### src/hdl/qgra_pkg.sv
`default_nettype none
package qgra_pkg;

    localparam int QUBITS     = 10;
    localparam int AMP_WIDTH  = 16;
    localparam int FRAC       = AMP_WIDTH - 2;
    localparam int IDX_W      = QUBITS;
    localparam int DEPTH      = 1 << QUBITS;
    localparam int PACK_W     = 2 * AMP_WIDTH;
    localparam int PROD_W     = 2 * AMP_WIDTH;
    localparam int TERM_W     = PROD_W - FRAC;
    localparam int ACC_W      = TERM_W + 2;
    localparam int CNT_W      = QUBITS;

    // Port field widths
    localparam int REQ_W      = 2;
    localparam int FIELD_W    = 10;
    localparam int WORD_W     = 32;
    localparam int TBIT_W     = 4;
    localparam int KIND_W     = 2;
    localparam int PAIRS_W    = 10;
    localparam int STATUS_W   = 2;

    localparam logic signed [ACC_W-1:0] PART_MAX = ACC_W'((1 << (AMP_WIDTH - 1)) - 1);
    localparam logic signed [ACC_W-1:0] PART_MIN = -ACC_W'(1 << (AMP_WIDTH - 1));

    typedef enum logic [REQ_W-1:0] {
        REQ_WRITE = 2'd0,
        REQ_READ  = 2'd1,
        REQ_GATE  = 2'd2,
        REQ_NONE  = 2'd3
    } req_kind_t;

    typedef enum logic [KIND_W-1:0] {
        GATE_DENSE = 2'd0,
        GATE_DIAG  = 2'd1,
        GATE_ANTI  = 2'd2,
        GATE_BAD   = 2'd3
    } gate_kind_t;

    typedef enum logic [STATUS_W-1:0] {
        ST_OK   = 2'd0,
        ST_SKIP = 2'd1,
        ST_BAD  = 2'd2
    } status_t;

    typedef enum logic [3:0] {
        S_IDLE,
        S_WRITE,
        S_READ,
        S_READ_CAP,
        S_RD0,
        S_RD1,
        S_CAP,
        S_MAC,
        S_WR0,
        S_WR1,
        S_FIN
    } state_t;

    typedef struct packed {
        logic clear;
        logic mul_en;
        logic sel;
    } mac_ctrl_t;

    function automatic logic [AMP_WIDTH-1:0] sat_part(input logic signed [ACC_W-1:0] a);
        logic [AMP_WIDTH-1:0] r;
        if (a > PART_MAX)
            r = PART_MAX[AMP_WIDTH-1:0];
        else if (a < PART_MIN)
            r = PART_MIN[AMP_WIDTH-1:0];
        else
            r = a[AMP_WIDTH-1:0];
        return r;
    endfunction

endpackage
`default_nettype wire

### src/hdl/qgra_mac.sv
`default_nettype none
// Complex multiply stage followed by two complex accumulators.
module qgra_mac (
    input  wire logic                           clk,
    input  wire logic                           rst_n,
    input  wire qgra_pkg::mac_ctrl_t            ctrl,
    input  wire logic [qgra_pkg::PACK_W-1:0]    coef,
    input  wire logic [qgra_pkg::PACK_W-1:0]    amp,
    output logic signed [qgra_pkg::ACC_W-1:0]   acc0_re,
    output logic signed [qgra_pkg::ACC_W-1:0]   acc0_im,
    output logic signed [qgra_pkg::ACC_W-1:0]   acc1_re,
    output logic signed [qgra_pkg::ACC_W-1:0]   acc1_im
);
    import qgra_pkg::*;

    logic signed [AMP_WIDTH-1:0] cr, ci, ar, ai;
    logic signed [PROD_W-1:0]    p_rr_reg, p_ii_reg, p_ri_reg, p_ir_reg;
    logic                        pvld_reg, psel_reg;
    logic signed [ACC_W-1:0]     d_re, d_im;
    logic signed [ACC_W-1:0]     acc0_re_reg, acc0_im_reg, acc1_re_reg, acc1_im_reg;

    assign cr = coef[PACK_W-1:AMP_WIDTH];
    assign ci = coef[AMP_WIDTH-1:0];
    assign ar = amp[PACK_W-1:AMP_WIDTH];
    assign ai = amp[AMP_WIDTH-1:0];

    // Floor each product by the fraction shift, then add exactly.
    always_comb
    begin
        d_re = ACC_W'(signed'(p_rr_reg[PROD_W-1:FRAC]))
             - ACC_W'(signed'(p_ii_reg[PROD_W-1:FRAC]));
        d_im = ACC_W'(signed'(p_ri_reg[PROD_W-1:FRAC]))
             + ACC_W'(signed'(p_ir_reg[PROD_W-1:FRAC]));
    end

    always_ff @(posedge clk)
    begin
        if (ctrl.mul_en)
        begin
            p_rr_reg <= cr * ar;
            p_ii_reg <= ci * ai;
            p_ri_reg <= cr * ai;
            p_ir_reg <= ci * ar;
            psel_reg <= ctrl.sel;
        end
        if (ctrl.clear)
        begin
            acc0_re_reg <= '0;
            acc0_im_reg <= '0;
            acc1_re_reg <= '0;
            acc1_im_reg <= '0;
        end
        else if (pvld_reg && !psel_reg)
        begin
            acc0_re_reg <= acc0_re_reg + d_re;
            acc0_im_reg <= acc0_im_reg + d_im;
        end
        else if (pvld_reg)
        begin
            acc1_re_reg <= acc1_re_reg + d_re;
            acc1_im_reg <= acc1_im_reg + d_im;
        end
    end

    always_ff @(posedge clk or negedge rst_n)
    begin
        if (!rst_n)
        begin
            pvld_reg <= 1'b0;
        end
        else
        begin
            pvld_reg <= ctrl.mul_en;
        end
    end

    assign acc0_re = acc0_re_reg;
    assign acc0_im = acc0_im_reg;
    assign acc1_re = acc1_re_reg;
    assign acc1_im = acc1_im_reg;
endmodule
`default_nettype wire

### config.mk
export PLATFORM = sky130hd
export DESIGN_NAME = qgra_mac
export DESIGN_NICKNAME = d
export VERILOG_FILES = /design/src/hdl/qgra_pkg.sv /design/src/hdl/qgra_mac.sv
export SDC_FILE = /design/constraint.sdc
export NUM_CORES = 2
export LEC_CHECK = 0
export BUFFER_PORTS_ARGS = -buffer_cell sky130_fd_sc_hd__buf_2
export CAP_MARGIN = 20
export CORE_UTILIZATION = 30
export CTS_CLUSTER_DIAMETER = 150
export DETAILED_ROUTE_END_ITERATION = 10
export RECOVER_POWER = 100
export SLEW_MARGIN = 15
export SYNTH_ARGS = -nofsm -noshare
export SYNTH_HDL_FRONTEND = slang
export SYNTH_SLANG_ARGS = --single-unit
### constraint.sdc
create_clock -name clk -period 8.75 [get_ports clk]
set_clock_uncertainty 0.1 [all_clocks]
set_input_delay 0.875 -clock clk [delete_from_list [all_inputs] [get_ports clk]]
set_output_delay 0.875 -clock clk [all_outputs]
set_load 0.01 [all_outputs]
; ---- Word-level counts from Yosys, hierarchy flattened
; Index checks and enable logic that the tools add are counted.
[word_totals]
elab_cells = 24
out_inout_bits = 80
ff_bits = 210
inputBits = 69
[op_classes]
reduce_logical = 3
n_bitwise = 1
addsub = 6
n_mul = 4
[ops]
columns = operator, count
row1 = multiplier 16 x 16 -> 32 bit, 4
row2 = adder 20 x 19 -> 20 bit, 4
row3 = adder 18 x 18 -> 19 bit, 1
row4 = subtractor 18 x 18 -> 19 bit, 1
row5 = AND reduction 2 bit, 1
row6 = logical AND 1 bit, 1
row7 = zero test 1 bit, 1
row8 = NOT 1 bit, 1

; ---- Depth between registers and ports, before layout
[depth]
ltp_word = 4
mapped_depth = 24
mapped_depth_nobuf = 23

; ---- Worst setup path before layout
; No wires, ideal clock.
[synth_path]
path_type = input port to flip-flop
startpoint = input amp[17] in the netlist's numbering
endpoint = register p_rr_reg[30] (data pin)
setup_time_ps = 258
slack_ps = 1739
t_arrival_ps = 6653
t_required_ps = 8392
stages = 22
n_path_buf = 2
cell_sequence = clkbuf_1 -> clkbuf_1 -> nand2_1 -> inv_1 -> fa_1 -> fa_1 -> fa_1 -> fa_1 -> fa_1 -> inv_1 -> fa_1 -> inv_1 -> ha_1 -> a21o_1 -> a21o_1 -> a21o_1 -> a21o_1 -> a21oi_1 -> o21ai_0 -> or2_2 -> o22ai_1 -> xnor2_1
[synth_between]
elab_chain_len = 1
[synth_rtl]
columns = element, line
row1 = "start, declared", qgra_mac.sv:8  ; input wire logic [qgra_pkg::PACK_W-1:0] amp,
row2 = multiplier 16 x 16 -> 32 bit, qgra_mac.sv:40  ; p_rr_reg <= cr * ar;
row3 = "end signal, assigned", qgra_mac.sv:40
row4 = "end, declared", qgra_mac.sv:17  ; logic signed [PROD_W-1:0] p_rr_reg, p_ii_reg, p_ri_reg, p_ir_reg;
; No other way between the ends.
; A chain may end at the register's enable or synchronous reset.

; ---- Worst setup path in the final report
[layout_path]
startpoint = input amp[23] in the netlist's numbering
endpoint = register p_ir_reg[31] (data pin)
[layout_between]
elab_chain_len = 1
[layout_rtl]
columns = element, line
row1 = multiplier 16 x 16 -> 32 bit, qgra_mac.sv:43  ; p_ir_reg <= ci * ar;
row2 = "end signal, assigned", qgra_mac.sv:43
row3 = "end, declared", qgra_mac.sv:17
; No other way between the ends.

==> key figures <==
Setup path
  • Crit path DAT: just under 8 ns
  • CP required: between 8 and 9 ns
  • Reg-to-reg critical path endpoint: acc0_re[19]$_SDFFE_PP0P_
  • R2r startpoint: p_rr_reg[14]$_DFFE_PP_
  • Register-to-Register Path Depth: 16
  • Worst setup path class: in2reg
  • Flop-to-flop setup slack: roughly 3.2 ns
  • Worst-path maximum fanout: 18
  • Crit. End Element: flop
  • Worst setup path startpoint: amp[23]
  • CP Launch Type: primary input

Clock tree
  • Hold_buf cts: 0
  • Worst-Skew Late Latency: just under 0.5 ns
  • TritonCTS clock tree: yes
  • CTS Buf Count: 17
  • Clock transition at path regs: roughly 0.07 ns
  • Clk sinks: around 150
  • Max clock buf depth: 2
  • Post-CTS Setup Bufs: 0
  • Resize count post-CTS: 0
  • H-tree levels: 4
  • Clock root cell: clkbuf_16

Global routing
  • Largest net degree at the start of global routing: 89
  • First-pass GRT wire length: approximately 210,000 microns
  • Gr usage total: 0.165
  • Initial antenna violation count: 18
  • Gr ovfl total: 0
  • Vias in the first global route: 37,800

Logic synthesis
  • Number of flops mapped to enable cells by yosys: 73
  • Post-Syn Area per Cell: between 9 and 10 sq um
  • Sequential area share after synthesis: 0.0803
  • Syn Inst Count: between 5,000 and 6,000
  • Main synth FF type: dfxtp_1
  • Synth unique cells: a little under 80
  • Ys async rst share: 0.00649
  • FF+latch count, synth: between 150 and 200
  • Ys Warns: 0
  • Syn_nets: a little under 7,000
  • Synth Cell Area: between 40,000 and 50,000 sq um

Timing
  • Fin crit period: between 7 and 8 ns
  • RSZ-0062 raised after global routing: no
  • Maximum clock rate: roughly 130 MHz
  • Final Max Slew Viols: between 100 and 150
  • Setup TNS: 0 ns
  • Least-Margin Pin Slew: approximately 4.3 ns
  • Crit share post-route: 0.878
  • Setup Viol. Count Final: 0
  • Final worst setup slack: 1.07 ns
  • Hold slack: around 0.079 ns
  • Rel. slew slack: -1.84
  • Final hold vios: 0

Detailed routing
  • ANT nets after route: 0
  • DRC: 0
  • DR iter-0 viols: roughly 1,700
  • Initial DRT Pass Iterations: 5
  • WL final: approximately 130,000 microns
  • Routed vias: 34,200
  • Wire per inst: about 18 microns
  • Vias/cell: between 4 and 5

Place
  • Number of port buffers: between 100 and 150
  • Placer Congestion: ~0.89
  • Dpl hpwl: roughly 100,000 microns
  • Post-DP Area: roughly 50,000 sq um
  • DP Worst Slack: 0.868 ns

Final layout
  • Net count, final: between 6,000 and 7,000
  • Design area: between 50,000 and 60,000 sq um
  • Layout area overhead: 6.75%
  • Share of layout cells above drive strength 1: 0.0291
  • Commonest cells after routing, fill and taps aside: 1,196 x inv_1, 1,050 x fa_1, 659 x nand2_1
  • Most common cell after layout, fill and taps aside: inv_1

Floorplanning
  • Die X: about 400 microns
  • Die ar.: between 150,000 and 200,000 sq um
  • DIE HEIGHT: 400 microns
  • Initial Util: 0.304
  • Ports: 149
  • Row count: ~150
  • Placeable Area: approximately 160,000 sq um

Run status
  • Failing checks: max-capacitance violations, max-slew violations
  • Status: finished with violations

Flow run
  • Max-Cap Viols: 2

Hold path
  • Worst Hold Class: in2async
==> worst max-delay path: stages <==
cell and delay [ns]:
buf_2 0.49, buf_4 0.40, nand2_1 0.12, fa_1 0.57, inv_1 0.06, fa_1 0.39
inv_1 0.07, fa_1 0.40, inv_1 0.09, fa_1 0.40, fa_1 0.53, fa_1 0.43
ha_1 0.30, o21ai_0 0.08, a22oi_1 0.27, nand2_1 0.10, o31ai_1 1.08, nand3_1 0.25
a2111o_1 0.47, nand4_1 0.14, a31oi_1 0.12, xnor2_1 0.13
==> kinds of logic after synthesis <==
group,after synthesis,share of synthesized area
buffers and inverters,1415,0.112
and+or+nand+nor,1514,0.156
adders and majority gates,1478,0.554
muxes,8,0.00176
AOI/OAI and AO/OA,465,0.0627
xor gates and xnor gates,181,0.0333
DFF,154,0.0803
==> metal layers <==
layer	track usage	vias up	part of all wire	wire length [microns]
li1	-	15600	-	-
met1	0.202	17500	0.42	53300
met2	0.288	871	0.49	62600
met3	0.0293	223	0.063	8150
met4	0.0580	8	0.033	4260
met5	0	-	0.00028	36
==> area by class of cell <==
| class | instances | area (sq um) |
|---|---|---|
| inverter | 1196 | 4490 |
| clock inverter | 11 | 93.8 |
| clock buffer | 21 | 493 |
| sequential | 154 | 3820 |
| antenna | 7 | 17.5 |
| timing repair buffer | 190 | 932 |
| multi-input combinational | 3646 | 38400 |
| tap | 2058 | 2570 |
| fill | 16300 | 106000 |
==> metrics by stage <==
stage | std cells | utilization
after global routing | 7280 | 0.324
after detailed placement | 7243 | 0.321
final | 7283 | 0.324
after CTS | 7275 | 0.325
after floorplan | 5215 | -
after global placement | 7243 | 0.321
==> Yosys cell counts (all sizes together), types with 45 or more instances <==
library cell     n  area [sq um]
a21o            46           345
a21oi          182           915
and2           490          3070
clkbuf         214           803
dfxtp           80          1600
edfxtp          73          2190
fa            1050         21000
ha             428          5360
inv           1196          4490
nand2          659          2470
nor2           146           551
nor3            45           235
o21ai           76           388
xnor2          145          1270
==> worst max path at each step <==
stage | end | slack [ns] | cells past startpoint
after global placement | p_ri_reg[29]$_DFFE_PP_ | 0.94 | 22
after floorplan | p_rr_reg[30]$_DFFE_PP_ | 1.74 | 22
after detailed placement | p_ri_reg[29]$_DFFE_PP_ | 0.87 | 22
after global routing | p_ir_reg[31]$_DFFE_PP_ | 0.76 | 22
after CTS | p_ri_reg[29]$_DFFE_PP_ | 1.40 | 22
final | p_ir_reg[31]$_DFFE_PP_ | 1.07 | 22
Power is not shown: default switching activity piles up to over one toggle a cycle in this logic, so the estimate is an artifact.
